==> config.mk <==
export PLATFORM = sky130hd
export DESIGN_NAME = riff_wave_header_parser
export DESIGN_NICKNAME = d
export VERILOG_FILES = /design/src/rtl/core/rwhp_pkg.sv /design/src/rtl/core/rwhp_front.sv /design/src/rtl/core/rwhp_queue.sv /design/src/rtl/core/rwhp_div.sv /design/src/rtl/core/rwhp_back.sv /design/src/rtl/core/riff_wave_header_parser.sv
export SDC_FILE = /design/constraint.sdc
export NUM_CORES = 2
export LEC_CHECK = 0
export BUFFER_PORTS_ARGS = -buffer_cell sky130_fd_sc_hd__buf_2
export CAP_MARGIN = 20
export CORE_AREA = 3 3 404 406
export DETAILED_ROUTE_END_ITERATION = 8
export DIE_AREA = 0 0 407 409
export HOLD_SLACK_MARGIN = 0.05
export PLACE_DENSITY = 0.54
export SYNTH_ARGS = -nofsm -noshare
export SYNTH_HDL_FRONTEND = slang
export SYNTH_SLANG_ARGS = --single-unit
==> constraint.sdc <==
create_clock -name clk -period 9.5 [get_ports clk]
set_input_delay 0.475 -clock clk [delete_from_list [all_inputs] [get_ports clk]]
set_output_delay 0.475 -clock clk [all_outputs]
set_load 0.005 [all_outputs]
==> src/rtl/core/rwhp_pkg.sv <==
`timescale 1ns / 1ps
`default_nettype none

package rwhp_pkg;

    // four-byte tags, first byte in the top bits
    localparam logic [31:0] TAG_RIFF = 32'h5249_4646;
    localparam logic [31:0] TAG_WAVE = 32'h5741_5645;
    localparam logic [31:0] TAG_FMT  = 32'h666D_7420;
    localparam logic [31:0] TAG_DATA = 32'h6461_7461;

    // fmt chunk body length that is always read
    localparam logic [31:0] FMT_BODY_BYTES = 32'd16;
    localparam logic [4:0]  FMT_LAST_POS   = 5'd15;
    localparam logic [4:0]  FMT_BITS_POS   = 5'd14;
    localparam logic [4:0]  HDR_LAST_POS   = 5'd7;
    localparam logic [4:0]  RIFF_TAG_POS   = 5'd3;
    localparam logic [4:0]  WAVE_TAG_POS   = 5'd11;

    localparam logic [9:0]  MS_PER_S = 10'd1000;

    // widths of the duration path
    localparam int DUR_W = 42;
    localparam int DVS_W = 32;
    localparam int BPS_W = 22;

    // phase codes reported on each result word
    localparam logic [2:0] PH_RIFF    = 3'd0;
    localparam logic [2:0] PH_CHUNK   = 3'd1;
    localparam logic [2:0] PH_FMT     = 3'd2;
    localparam logic [2:0] PH_INFO    = 3'd3;
    localparam logic [2:0] PH_PAYLOAD = 3'd4;
    localparam logic [2:0] PH_END     = 3'd5;

    // sample encoding kinds
    localparam logic [2:0] KIND_LINEAR  = 3'd0;
    localparam logic [2:0] KIND_FLOAT   = 3'd1;
    localparam logic [2:0] KIND_ALAW    = 3'd2;
    localparam logic [2:0] KIND_MULAW   = 3'd3;
    localparam logic [2:0] KIND_UNKNOWN = 3'd4;

    typedef enum logic [2:0] {
        PS_RIFF,
        PS_CHUNK,
        PS_FMT,
        PS_SKIP,
        PS_PAYLOAD,
        PS_END
    } rwhp_parse_state_t;

    typedef enum logic [2:0] {
        BS_IDLE,
        BS_DIV1,
        BS_SCALE,
        BS_DIV2,
        BS_EMIT
    } rwhp_back_state_t;

    typedef struct packed {
        logic [7:0] in_byte;
        logic       restart;
    } rwhp_in_t;

    typedef struct packed {
        logic [2:0]       phase;
        logic [7:0]       payload_byte;
        logic             payload_last;
        logic             info_valid;
        logic [15:0]      format_tag;
        logic [15:0]      channel_count;
        logic [31:0]      sample_rate;
        logic [7:0]       sample_bits;
        logic [2:0]       pcm_kind;
        logic             samples_signed;
        logic [31:0]      data_bytes;
        logic [DUR_W-1:0] duration_ms;
    } rwhp_result_t;

    // word handed from the parser to the back end
    typedef struct packed {
        rwhp_result_t     res;
        logic             is_info;
        logic             zero_div;
        logic [BPS_W-1:0] bps;
    } rwhp_cmd_t;

    typedef struct packed {
        logic             start;
        logic [DUR_W-1:0] dividend;
        logic [DVS_W-1:0] divisor;
    } rwhp_div_req_t;

    typedef struct packed {
        logic             busy;
        logic             done;
        logic [DUR_W-1:0] quotient;
    } rwhp_div_rsp_t;

    function automatic logic [2:0] kind_of(input logic [15:0] tag);
        logic [2:0] k;
        unique case (tag)
            16'd0, 16'd1: k = KIND_LINEAR;
            16'd3:        k = KIND_FLOAT;
            16'd6:        k = KIND_ALAW;
            16'd7:        k = KIND_MULAW;
            default:      k = KIND_UNKNOWN;
        endcase
        return k;
    endfunction

endpackage

`default_nettype wire

==> src/rtl/core/rwhp_front.sv <==
`timescale 1ns / 1ps
`default_nettype none

module rwhp_front
    import rwhp_pkg::*;
(
    input  wire logic      clk,
    input  wire logic      rst_n,
    input  wire logic      accept,
    input  wire rwhp_in_t  in_item,
    output rwhp_cmd_t      cmd
);

    rwhp_parse_state_t state_reg, state_next;
    logic [4:0]  pos_reg, pos_next;
    logic [31:0] tag_reg, tag_next;
    logic [31:0] size_reg, size_next;
    logic [31:0] skip_reg, skip_next;
    logic        seen_reg, seen_next;
    logic [15:0] ftag_reg, ftag_next;
    logic [15:0] chan_reg, chan_next;
    logic [31:0] rate_reg, rate_next;
    logic [7:0]  bits_reg, bits_next;
    logic [31:0] drem_reg, drem_next;

    // parse state registers
    always_ff @(posedge clk or negedge rst_n)
    begin
        if (!rst_n)
        begin
            state_reg <= PS_RIFF;
            pos_reg   <= '0;
            tag_reg   <= '0;
            size_reg  <= '0;
            skip_reg  <= '0;
            seen_reg  <= 1'b0;
            ftag_reg  <= '0;
            chan_reg  <= '0;
            rate_reg  <= '0;
            bits_reg  <= '0;
            drem_reg  <= '0;
        end
        else if (accept)
        begin
            state_reg <= state_next;
            pos_reg   <= pos_next;
            tag_reg   <= tag_next;
            size_reg  <= size_next;
            skip_reg  <= skip_next;
            seen_reg  <= seen_next;
            ftag_reg  <= ftag_next;
            chan_reg  <= chan_next;
            rate_reg  <= rate_next;
            bits_reg  <= bits_next;
            drem_reg  <= drem_next;
        end
    end

    // per-byte parse step, restart clears everything first
    always_comb
    begin
        logic [7:0]  b;
        logic [31:0] b32;
        logic [5:0]  bytes_per_ch;
        b   = in_item.in_byte;
        b32 = {24'b0, b};

        if (in_item.restart)
        begin
            state_next = PS_RIFF;
            pos_next   = '0;
            tag_next   = '0;
            size_next  = '0;
            skip_next  = '0;
            seen_next  = 1'b0;
            ftag_next  = '0;
            chan_next  = '0;
            rate_next  = '0;
            bits_next  = '0;
            drem_next  = '0;
        end
        else
        begin
            state_next = state_reg;
            pos_next   = pos_reg;
            tag_next   = tag_reg;
            size_next  = size_reg;
            skip_next  = skip_reg;
            seen_next  = seen_reg;
            ftag_next  = ftag_reg;
            chan_next  = chan_reg;
            rate_next  = rate_reg;
            bits_next  = bits_reg;
            drem_next  = drem_reg;
        end

        cmd = '0;
        bytes_per_ch = 6'(({1'b0, bits_next} + 9'd7) >> 3);
        cmd.bps = BPS_W'(bytes_per_ch) * BPS_W'(chan_next);

        unique case (state_next)
            PS_RIFF:
            begin
                cmd.res.phase = PH_RIFF;
                tag_next = {tag_next[23:0], b};
                if ((pos_next == RIFF_TAG_POS && tag_next != TAG_RIFF) ||
                    (pos_next == WAVE_TAG_POS && tag_next != TAG_WAVE))
                begin
                    state_next = PS_END;
                    cmd.res.phase = PH_END;
                end
                else if (pos_next == WAVE_TAG_POS)
                begin
                    state_next = PS_CHUNK;
                    pos_next = '0;
                end
                else
                begin
                    pos_next = pos_next + 5'd1;
                end
            end
            PS_CHUNK:
            begin
                cmd.res.phase = PH_CHUNK;
                if (pos_next < 5'd4)
                begin
                    tag_next = {tag_next[23:0], b};
                    if (pos_next == 5'd0)
                        size_next = '0;
                end
                else
                begin
                    size_next = size_next | (b32 << {pos_next[1:0], 3'b000});
                end
                if (pos_next < HDR_LAST_POS)
                begin
                    pos_next = pos_next + 5'd1;
                end
                else
                begin
                    pos_next = '0;
                    if (!seen_next && tag_next == TAG_FMT)
                    begin
                        seen_next = 1'b1;
                        state_next = PS_FMT;
                    end
                    else if (seen_next && tag_next == TAG_DATA)
                    begin
                        drem_next = size_next;
                        state_next = (size_next == '0) ? PS_END : PS_PAYLOAD;
                        cmd.is_info = 1'b1;
                        cmd.zero_div = (cmd.bps == '0) || (rate_next == '0);
                        cmd.res.phase = PH_INFO;
                        cmd.res.info_valid = 1'b1;
                        cmd.res.format_tag = ftag_next;
                        cmd.res.channel_count = chan_next;
                        cmd.res.sample_rate = rate_next;
                        cmd.res.sample_bits = bits_next;
                        cmd.res.pcm_kind = kind_of(ftag_next);
                        cmd.res.samples_signed = (bits_next > 8'd8);
                        cmd.res.data_bytes = size_next;
                    end
                    else
                    begin
                        skip_next = size_next;
                        state_next = (size_next == '0) ? PS_CHUNK : PS_SKIP;
                    end
                end
            end
            PS_FMT:
            begin
                cmd.res.phase = PH_FMT;
                priority if (pos_next == 5'd0)
                begin
                    ftag_next = {8'b0, b};
                    chan_next = '0;
                    rate_next = '0;
                    bits_next = '0;
                end
                else if (pos_next == 5'd1)
                    ftag_next = ftag_next | {b, 8'b0};
                else if (pos_next == 5'd2)
                    chan_next = {8'b0, b};
                else if (pos_next == 5'd3)
                    chan_next = chan_next | {b, 8'b0};
                else if (pos_next >= 5'd4 && pos_next <= 5'd7)
                    rate_next = rate_next | (b32 << {pos_next[1:0], 3'b000});
                else if (pos_next == FMT_BITS_POS)
                    bits_next = b;
                else
                    bits_next = bits_next;

                if (pos_next < FMT_LAST_POS)
                begin
                    pos_next = pos_next + 5'd1;
                end
                else
                begin
                    pos_next = '0;
                    skip_next = (size_next > FMT_BODY_BYTES) ?
                                size_next - FMT_BODY_BYTES : '0;
                    state_next = (skip_next != '0) ? PS_SKIP : PS_CHUNK;
                end
            end
            PS_SKIP:
            begin
                cmd.res.phase = PH_CHUNK;
                skip_next = (skip_next != '0) ? skip_next - 32'd1 : '0;
                if (skip_next == '0)
                begin
                    state_next = PS_CHUNK;
                    pos_next = '0;
                end
            end
            PS_PAYLOAD:
            begin
                cmd.res.phase = PH_PAYLOAD;
                cmd.res.payload_byte = b;
                drem_next = (drem_next != '0) ? drem_next - 32'd1 : '0;
                if (drem_next == '0)
                begin
                    cmd.res.payload_last = 1'b1;
                    state_next = PS_END;
                end
            end
            default:
            begin
                cmd.res.phase = PH_END;
                state_next = PS_END;
            end
        endcase
    end

endmodule

`default_nettype wire

==> src/rtl/core/rwhp_queue.sv <==
`timescale 1ns / 1ps
`default_nettype none

module rwhp_queue
    import rwhp_pkg::*;
#(
    parameter int DEPTH = 4
)
(
    input  wire logic      clk,
    input  wire logic      rst_n,
    input  wire logic      wr_en,
    input  wire rwhp_cmd_t wr_data,
    input  wire logic      rd_en,
    output rwhp_cmd_t      rd_data,
    output logic           full,
    output logic           empty
);

    localparam int PTR_W = (DEPTH > 1) ? $clog2(DEPTH) : 1;
    localparam int CNT_W = $clog2(DEPTH + 1);

    rwhp_cmd_t        slot_reg [DEPTH];
    logic [PTR_W-1:0] wr_ptr_reg, wr_ptr_next;
    logic [PTR_W-1:0] rd_ptr_reg, rd_ptr_next;
    logic [CNT_W-1:0] count_reg, count_next;
    logic             do_wr, do_rd;

    assign full    = (count_reg == CNT_W'(DEPTH));
    assign empty   = (count_reg == '0);
    assign do_wr   = wr_en && !full;
    assign do_rd   = rd_en && !empty;
    assign rd_data = slot_reg[rd_ptr_reg];

    // pointer and fill count update
    always_comb
    begin
        wr_ptr_next = wr_ptr_reg;
        rd_ptr_next = rd_ptr_reg;
        count_next  = count_reg;
        if (do_wr)
            wr_ptr_next = (wr_ptr_reg == PTR_W'(DEPTH - 1)) ? '0 : wr_ptr_reg + PTR_W'(1);
        if (do_rd)
            rd_ptr_next = (rd_ptr_reg == PTR_W'(DEPTH - 1)) ? '0 : rd_ptr_reg + PTR_W'(1);
        if (do_wr && !do_rd)
            count_next = count_reg + CNT_W'(1);
        else if (do_rd && !do_wr)
            count_next = count_reg - CNT_W'(1);
    end

    always_ff @(posedge clk or negedge rst_n)
    begin
        if (!rst_n)
        begin
            wr_ptr_reg <= '0;
            rd_ptr_reg <= '0;
            count_reg  <= '0;
        end
        else
        begin
            wr_ptr_reg <= wr_ptr_next;
            rd_ptr_reg <= rd_ptr_next;
            count_reg  <= count_next;
        end
    end

    // storage slots
    always_ff @(posedge clk)
    begin
        if (do_wr)
            slot_reg[wr_ptr_reg] <= wr_data;
    end

    a_count_bound: assert property (@(posedge clk) disable iff (!rst_n)
        count_reg <= CNT_W'(DEPTH))
        else $error("queue fill count above depth");

    a_ptr_gap: assert property (@(posedge clk) disable iff (!rst_n)
        (count_reg == '0 || count_reg == CNT_W'(DEPTH)) |-> (wr_ptr_reg == rd_ptr_reg))
        else $error("queue pointers disagree with fill count");

endmodule

`default_nettype wire

==> src/rtl/core/rwhp_div.sv <==
`timescale 1ns / 1ps
`default_nettype none

module rwhp_div
    import rwhp_pkg::*;
(
    input  wire logic          clk,
    input  wire logic          rst_n,
    input  wire rwhp_div_req_t req,
    output rwhp_div_rsp_t      rsp
);

    localparam int CNT_W = $clog2(DUR_W);

    logic             busy_reg;
    logic             done_reg;
    logic [CNT_W-1:0] cnt_reg;
    logic [DVS_W:0]   rem_reg;
    logic [DUR_W-1:0] quo_reg;
    logic [DVS_W-1:0] dvs_reg;
    logic [DVS_W:0]   rem_shift;
    logic             fits;

    // one restoring step per cycle, quotient bits shift in as dividend bits shift out
    assign rem_shift = {rem_reg[DVS_W-1:0], quo_reg[DUR_W-1]};
    assign fits      = (rem_shift >= {1'b0, dvs_reg});

    always_ff @(posedge clk or negedge rst_n)
    begin
        if (!rst_n)
        begin
            busy_reg <= 1'b0;
            done_reg <= 1'b0;
            cnt_reg  <= '0;
        end
        else
        begin
            done_reg <= 1'b0;
            if (req.start)
            begin
                busy_reg <= 1'b1;
                cnt_reg  <= '0;
            end
            else if (busy_reg)
            begin
                if (cnt_reg == CNT_W'(DUR_W - 1))
                begin
                    busy_reg <= 1'b0;
                    done_reg <= 1'b1;
                end
                cnt_reg <= cnt_reg + CNT_W'(1);
            end
        end
    end

    // datapath
    always_ff @(posedge clk)
    begin
        if (req.start)
        begin
            rem_reg <= '0;
            quo_reg <= req.dividend;
            dvs_reg <= req.divisor;
        end
        else if (busy_reg)
        begin
            rem_reg <= fits ? rem_shift - {1'b0, dvs_reg} : rem_shift;
            quo_reg <= {quo_reg[DUR_W-2:0], fits};
        end
    end

    assign rsp.busy     = busy_reg;
    assign rsp.done     = done_reg;
    assign rsp.quotient = quo_reg;

    a_done_after_busy: assert property (@(posedge clk) disable iff (!rst_n)
        done_reg |-> $past(busy_reg))
        else $error("divider done without a running division");

endmodule

`default_nettype wire

==> src/rtl/core/rwhp_back.sv <==
`timescale 1ns / 1ps
`default_nettype none

module rwhp_back
    import rwhp_pkg::*;
(
    input  wire logic      clk,
    input  wire logic      rst_n,
    input  wire rwhp_cmd_t q_data,
    input  wire logic      q_empty,
    output logic           q_pop,
    output rwhp_result_t   result,
    output logic           empty,
    input  wire logic      pop
);

    rwhp_back_state_t state_reg, state_next;
    rwhp_result_t     info_reg, info_next;
    logic [31:0]      q1_reg, q1_next;
    rwhp_result_t     out_reg, out_next;
    logic             out_valid_reg, out_valid_next;
    logic             out_free;
    rwhp_div_req_t    div_req;
    rwhp_div_rsp_t    div_rsp;

    rwhp_div u_div (
        .clk   (clk),
        .rst_n (rst_n),
        .req   (div_req),
        .rsp   (div_rsp)
    );

    assign out_free = !out_valid_reg || pop;
    assign result   = out_reg;
    assign empty    = !out_valid_reg;

    always_ff @(posedge clk or negedge rst_n)
    begin
        if (!rst_n)
        begin
            state_reg     <= BS_IDLE;
            out_valid_reg <= 1'b0;
        end
        else
        begin
            state_reg     <= state_next;
            out_valid_reg <= out_valid_next;
        end
    end

    always_ff @(posedge clk)
    begin
        info_reg <= info_next;
        q1_reg   <= q1_next;
        out_reg  <= out_next;
    end

    // sequencer: plain words go straight out, info words get a computed or zero duration
    always_comb
    begin
        state_next     = state_reg;
        info_next      = info_reg;
        q1_next        = q1_reg;
        out_next       = out_reg;
        out_valid_next = out_valid_reg && !pop;
        q_pop          = 1'b0;
        div_req        = '0;

        unique case (state_reg)
            BS_IDLE:
            begin
                if (!q_empty)
                begin
                    if (!q_data.is_info)
                    begin
                        if (out_free)
                        begin
                            q_pop          = 1'b1;
                            out_next       = q_data.res;
                            out_valid_next = 1'b1;
                        end
                    end
                    else
                    begin
                        q_pop     = 1'b1;
                        info_next = q_data.res;
                        if (q_data.zero_div)
                        begin
                            info_next.duration_ms = '0;
                            state_next = BS_EMIT;
                        end
                        else
                        begin
                            div_req.start    = 1'b1;
                            div_req.dividend = DUR_W'(q_data.res.data_bytes);
                            div_req.divisor  = DVS_W'(q_data.bps);
                            state_next = BS_DIV1;
                        end
                    end
                end
            end
            BS_DIV1:
            begin
                if (div_rsp.done)
                begin
                    q1_next    = div_rsp.quotient[31:0];
                    state_next = BS_SCALE;
                end
            end
            BS_SCALE:
            begin
                div_req.start    = 1'b1;
                div_req.dividend = DUR_W'(q1_reg) * DUR_W'(MS_PER_S);
                div_req.divisor  = info_reg.sample_rate;
                state_next = BS_DIV2;
            end
            BS_DIV2:
            begin
                if (div_rsp.done)
                begin
                    info_next.duration_ms = div_rsp.quotient;
                    state_next = BS_EMIT;
                end
            end
            BS_EMIT:
            begin
                if (out_free)
                begin
                    out_next       = info_reg;
                    out_valid_next = 1'b1;
                    state_next     = BS_IDLE;
                end
            end
            default:
            begin
                state_next = BS_IDLE;
            end
        endcase
    end

    a_div_running: assert property (@(posedge clk) disable iff (!rst_n)
        (state_reg == BS_DIV1 || state_reg == BS_DIV2) |-> (div_rsp.busy || div_rsp.done))
        else $error("waiting on divider that is not running");

    a_no_pop_while_busy: assert property (@(posedge clk) disable iff (!rst_n)
        (state_reg != BS_IDLE) |-> !q_pop)
        else $error("queue popped during duration math");

endmodule

`default_nettype wire

==> src/rtl/core/riff_wave_header_parser.sv <==
`timescale 1ns / 1ps
`default_nettype none

// channel   direction  handshake          word
// in_item   in         push / full        in_byte, restart
// result    out        empty / pop        phase, payload and format info, duration
//
// Plain bytes pass from the front end through the queue into the output register.
// The word that completes the data chunk header runs through the back end as two
// serial divisions of 42 steps each around a scale state, or none on a zero divisor;
// bytes keep being accepted meanwhile until the QUEUE_DEPTH-entry queue fills.
// Reset is asynchronous and takes effect at once, with no clearing pass.
// full rises when the queue is full; a stalled pop holds the result word.

module riff_wave_header_parser
    import rwhp_pkg::*;
#(
    parameter int QUEUE_DEPTH = 4
)
(
    input  wire logic     clk,
    input  wire logic     rst_n,
    input  wire rwhp_in_t in_item,
    input  wire logic     push,
    output logic          full,
    output rwhp_result_t  result,
    output logic          empty,
    input  wire logic     pop
);

    logic      accept;
    rwhp_cmd_t front_cmd;
    rwhp_cmd_t q_data;
    logic      q_empty;
    logic      q_pop;

    assign accept = push && !full;

    rwhp_front u_front (
        .clk     (clk),
        .rst_n   (rst_n),
        .accept  (accept),
        .in_item (in_item),
        .cmd     (front_cmd)
    );

    rwhp_queue #(
        .DEPTH (QUEUE_DEPTH)
    ) u_queue (
        .clk     (clk),
        .rst_n   (rst_n),
        .wr_en   (accept),
        .wr_data (front_cmd),
        .rd_en   (q_pop),
        .rd_data (q_data),
        .full    (full),
        .empty   (q_empty)
    );

    rwhp_back u_back (
        .clk     (clk),
        .rst_n   (rst_n),
        .q_data  (q_data),
        .q_empty (q_empty),
        .q_pop   (q_pop),
        .result  (result),
        .empty   (empty),
        .pop     (pop)
    );

endmodule

`default_nettype wire
# After elaboration in Yosys (flattened, before gate mapping)
# Memory sizes are Yosys's and may differ from the RTL's.
# Index checks and enable logic that the tools add are counted.
[totals]
elab_cells = 285
n_memories = 1
input_bits = 13
register_bits = 692
romBits = 0
mem_bits_rw = 580
output_inout_bits = 165
latchBits = 0
[mem_list]
columns = ["memory", "words", "word_bits", "read_ports", "rd_ports_with_merged_regs", "wr", "line_no", "rtl"]
rows = [
  ["u_queue.slot_reg", 4, 145, 1, 0, 1, "rwhp_queue.sv:23", "rwhp_cmd_t slot_reg [DEPTH];"],
]
[classes]
shift = 1
n_mul = 2
eq_ne = 32
magnitude_cmp = 8
n_mux = 134
bitwise_logic = 5
addsub = 11
reduce_logical = 44
div_mod_pow = 0
[op_table]
columns = ["cell", "n"]
rows = [
  ["two-way mux 32 bit", 28],
  ["two-way mux 163 bit", 4],
  ["two-way mux 109 bit", 4],
  ["one-hot mux 163 bit (2 select lines)", 1],
  ["two-way mux 42 bit", 6],
  ["two-way mux 75 bit", 3],
  ["two-way mux 16 bit", 10],
  ["one-hot mux 75 bit (2 select lines)", 1],
  ["logical NOT 32 bit", 4],
  ["one-hot mux 32 bit (2 select lines)", 2],
  ["one-hot mux 32 bit (3 select lines)", 1],
  ["nonzero test 32 bit", 3],
  ["one-hot mux 42 bit (2 select lines)", 1],
  ["== test 32 x 31 -> 1 bit (second input constant)", 2],
  ["two-way mux 8 bit", 8],
  ["inequality test 32 x 31 -> 1 bit (second input constant)", 2],
  ["OR 32 bit", 2],
  ["subtractor 32 x 1 -> 32 bit (second input constant)", 2],
  ["two-way mux 3 bit", 20],
  ["one-hot mux 3 bit (5 select lines)", 3],
  ["multiplier 32 x 7 -> 39 bit (second input constant)", 1],
  [">= comparator 33 x 32 -> 1 bit", 1],
  ["== test 16 x 3 -> 1 bit (second input constant)", 2],
  ["greater-than comparator 32 x 5 -> 1 bit (second input constant)", 1],
  ["50 further kinds", 125],
]

# Logic depth before layout (Yosys ltp)
[depth]
depth_word = 11
mapped_depth = 27
ltp_nobuf = 21

# Cells and area by module
# A second synthesis with hierarchy kept.
[hier_totals]
cells_unflattened = 5764
hier_area_um2 = 72559.6
[modules_own_cells]
columns = ["mod", "cells_per_inst", "instances", "seq_area_each_um2", "area_each_um2"]
rows = [
  ["rwhp_queue", 1014, 1, 22636.7, 27393.8],
  ["rwhp_back", 1775, 1, 10850.4, 19874.1],
  ["rwhp_front", 2365, 1, 5230.0, 18776.8],
  ["rwhp_div", 609, 1, 3062.9, 6501.2],
  ["riff_wave_header_parser", 1, 1, 0.0, 13.8],
]

# Worst setup path after synthesis
# Ideal clock, no wire load.
[synth_timing]
kind = "flip-flop to flip-flop"
from = "register u_queue.rd_ptr_reg[1]"
to = "register u_back.out_reg (netlist bit u_back.result[0]) (enable)"
n_path_buf = 1
synth_period_minus_slack_ns = 8.676
setup_time_ns = 0.691
setup_slack_ns = 0.824
arrival_ns = 7.985
path_stages_with_launch = 6
required_time_ns = 8.809
cell_sequence = "dfrtp_1 clkbuf_1 mux4_2 nor2_1 o21ai_0 nor2_1"
[synth_between]
elab_chain_len = 3
[synth_rtl]
columns = ["item", "line_no", "rtl"]
rows = [
  ["start: declaration", "rwhp_queue.sv:25", "logic [PTR_W-1:0] rd_ptr_reg, rd_ptr_next;"],
  ["start signal: assignment", "rwhp_queue.sv:62", "rd_ptr_reg <= rd_ptr_next;"],
  ["memory (4 x 145 bit)", "n/a", ""],
  ["inequality test 2 bit (no line)", "n/a", ""],
  ["AND reduction 5 bit (no line)", "n/a", ""],
  ["end signal: assignment", "rwhp_back.sv:55", "out_reg <= out_next;"],
  ["end: declaration", "rwhp_back.sv:20", "rwhp_result_t out_reg, out_next;"],
]
# No other way between the ends.
# A chain may end at the register's enable or synchronous reset.

==> impl_metrics.json <==
{
  "syn_nets": 5295,
  "seq_power_share": 0.435,
  "floorplan.initialDensity": 0.398,
  "clkSlewWorstSetupHoldPaths_ns": 0.07,
  "clk_root_buffer_cell": "clkbuf_16",
  "seq_area_um2": 36600,
  "gp_congestion": 0.906,
  "cp.arrival_ns": 7.47,
  "largest_reg_flops": 576,
  "min_period_over_period": 0.726,
  "outcome": "completed",
  "io_buffers": 177,
  "core-area_um2": 160000,
  "grt_antenna_before_repair": 4,
  "synth_top_family_by_area": "compound AO/OA/AOI/OAI gates",
  "finish.utilization": 0.447,
  "synth_adder_area_share": 0.0875,
  "hold_class": "in -> async",
  "fin_skew_ns": 0.0281,
  "area_delta_synth_final_pct": 12.2,
  "synth.avg_cell_area_um2": 12.9,
  "yosysSeqAreaShare": 0.574,
  "wirelength_um": 174000,
  "multi_input_area_um2": 25000,
  "ys_seq_elements": 1268,
  "layout.nets": 5422,
  "clk_latency_ns": 0.79,
  "min_period_ns": 6.89,
  "rsz0062_at_grt": "false",
  "yosysWarningCount": 0,
  "ys.flop_type": "edfxtp_1",
  "netlist_instances": 4942,
  "combinationalPowerShare": 0.315,
  "io-pin-count": 178,
  "final-max-slew-violation-count": 0,
  "h-tree-depth": 4,
  "start_kind": "register",
  "wire_per_inst_um": 23.7,
  "cts_sinks": 1268,
  "swShare": 0.344,
  "row_count": 147,
  "maxCapViolCount": 0,
  "path_class": "reg -> reg",
  "die-area_um2": 166000,
  "yosys.area_share.simple": 0.102,
  "synth_cell_types": 94,
  "synth-compound-area-share": 0.108,
  "vias_per_cell": 5.66,
  "drtAntennaViolNets": 0,
  "crit_required_ns": 10.07,
  "max-vdd-ir-drop_uv": 277,
  "grt_pass1_wl_um": 266000,
  "netlist_area_um2": 63800,
  "critPathMaxFanout": 16,
  "fmax_mhz": 145,
  "dpl-instance-area_um2": 67100,
  "muxShareOfSynthArea": 0.0767,
  "fin_area_um2": 71600,
  "max_slew_margin": 0.255,
  "dr.pass1.iters": 8,
  "synth_xor_xnor_area_share": 0.0152,
  "dp.cells": 7082,
  "grt.total_usage": 0.209,
  "setup_tns_ns": 0,
  "vias": 41500,
  "detailedRoute.firstIterationViolations": 4232,
  "tritoncts": "yes",
  "grt_pass1_vias": 41200,
  "setup_violations": 0,
  "power.total_w": 0.0211,
  "final_layout_size_suffix_gt1_frac": 0.156,
  "p_clk_frac": 0.249,
  "cts_buffers": 140,
  "instances_no_fill": 7345,
  "cp-end-kind": "register",
  "overflow": 0,
  "grt_max_degree": 117,
  "p_leak_nw": 26.3,
  "cts_buffer_depth": 3,
  "power.internal_w": 0.0138,
  "p_switching_w": 0.00725,
  "tightestPinTransition_ns": 1.11,
  "hpwl_um": 116000,
  "async_flop_share": 0.180,
  "drc": 0,
  "die_w_um": 407,
  "p_per_area_nw_per_um2": 295,
  "fp.dieH_um": 409,
  "finalHoldViolations": 0,
  "synth_edf_count": 1008,
  "postCtsSetupRepairBufs": 0,
  "num-fill-cells": 14500
}
==> cell families after synthesis <==
logic type | after synthesis
XOR/XNOR | 111
AND/OR/NAND/NOR | 1307
AO/OA/AOI/OAI | 1035
multiplexers | 293
flip-flops | 1268
buffers and inverters | 588
adder cells (fa/ha/maj) | 340
==> per-stage QoR <==
stage	setup slack [ns]	hold slack, ns
2_1_floorplan	0.824	0.179
3_3_place_gp	2.60	0.462
3_5_place_dp	2.52	0.465
4_1_cts	2.48	0.178
5_1_grt	1.98	0.219
6_report	2.61	0.246
==> synth_stat cells, types with 11 or more instances <==
cell type	n	area, um^2
a211oi_1	23	173
a21o_1	48	360
a21oi_1	204	1020
a221oi_1	11	96.3
a22o_1	131	1150
a22oi_1	63	473
a31oi_1	42	263
a32oi_1	14	123
and2_1	139	870
and3_1	83	519
buf_1	29	109
buf_2	23	115
clkbuf_1	209	785
dfrtp_1	228	5710
dfxtp_1	32	641
edfxtp_1	1008	30300
fa_1	177	3540
ha_1	163	2040
inv_1	316	1190
mux2_2	126	1420
mux2i_1	23	230
mux4_2	144	3240
nand2_1	325	1220
nand2b_1	23	144
nand3_1	36	180
nand4_1	33	206
nor2_1	347	1300
nor2b_1	36	225
nor3_1	113	566
nor4_1	45	282
o211ai_1	17	128
o21a_1	27	203
o21ai_0	262	1310
o21ai_1	11	55.1
o221ai_1	15	131
o22ai_1	34	213
o31ai_1	19	143
or2_2	17	106
or3_1	29	181
or4_1	13	97.6
xnor2_1	72	631
xor2_1	39	342
==> worst max-delay path, stage by stage, from the launching register on <==
cell      delay [ns]
dfrtp_1         0.40
o31a_1          0.30
nand4_1         0.19
nor3b_2         0.80
nand2_1         0.19
fa_1            0.58
fa_1            0.53
fa_1            0.55
inv_1           0.04
ha_1            0.33
nor2b_1         0.17
o31ai_2         0.30
a211oi_1        0.17
o31a_1          0.34
a221o_1         0.34
xor2_1          0.20
nor2_1          0.11
or4b_1          0.45
or4_1           0.43
o31ai_2         0.29
==> repair_timing <==
| action | CTS | global route |
|---|---|---|
| hold buffers | 2 | 0 |
| hold endpoints to repair | 63 | 0 |
| gates resized for setup | 0 | 0 |
==> cells in the final DEF (no fill, tap or decap), types with 163 or more instances in the layout <==
| master | netlist | layout |
|---|---|---|
| inv_1 | 316 | 313 |
| nor2_1 | 347 | 342 |
| edfxtp_1 | 1008 | 1008 |
| buf_2 | 23 | 177 |
| ha_1 | 163 | 163 |
| nand2_1 | 325 | 323 |
| dfrtp_1 | 228 | 225 |
| fa_1 | 177 | 177 |
| a21oi_1 | 204 | 204 |
| o21ai_0 | 262 | 261 |
==> layer usage <==
layer	vias to the layer above	global-route usage	share of wire
li1	18700	-	-
met1	21200	0.307	0.46
met2	1337	0.319	0.45
met3	264	0.0346	0.060
met4	0	0.0636	0.027
met5	-	0	0
==> path summary, 6_finish.rpt <==
check / startpoint / to / slack [ns] / cells after the start
max in group asynchronous: rst_n / u_front.chan_reg[7] / 7.32 / 4
min: rst_n / u_front.drem_reg[12] / 0.25 / 2
max: u_front.bits_reg[3] / u_queue.slot_reg[2][22] / 2.61 / 19
max reg2reg: u_front.bits_reg[3] / u_queue.slot_reg[2][22] / 2.61 / 19
min in group clk: in_item[5] / u_front.tag_reg[4] / 0.25 / 4
min reg2reg: u_back.u_div.quo_reg[19] / u_back.q1_reg[19] / 0.48 / 0
==> cell type report <==
cell class | instances | share of cell area
Tap cell | 2160 | 0.0378
Clock buffer | 175 | 0.0527
Timing Repair Buffer | 254 | 0.0219
Sequential cell | 1268 | 0.512
Antenna cell | 2 | 0.0000699
Inverter | 319 | 0.0168
Clock inverter | 81 | 0.00935
Multi-Input combinational cell | 3086 | 0.350
==> power groups by stage <==
stage	sequential, W	combinational, W	clock, W
after floorplan	0.00909	0.00450	0
after global routing	0.00936	0.00730	0.00563
after CTS	0.00920	0.00674	0.00540
after global placement	0.00927	0.00665	0
final	0.00918	0.00665	0.00526
after detailed placement	0.00930	0.00670	0
Note: power is estimated with default switching activity, not from simulation.
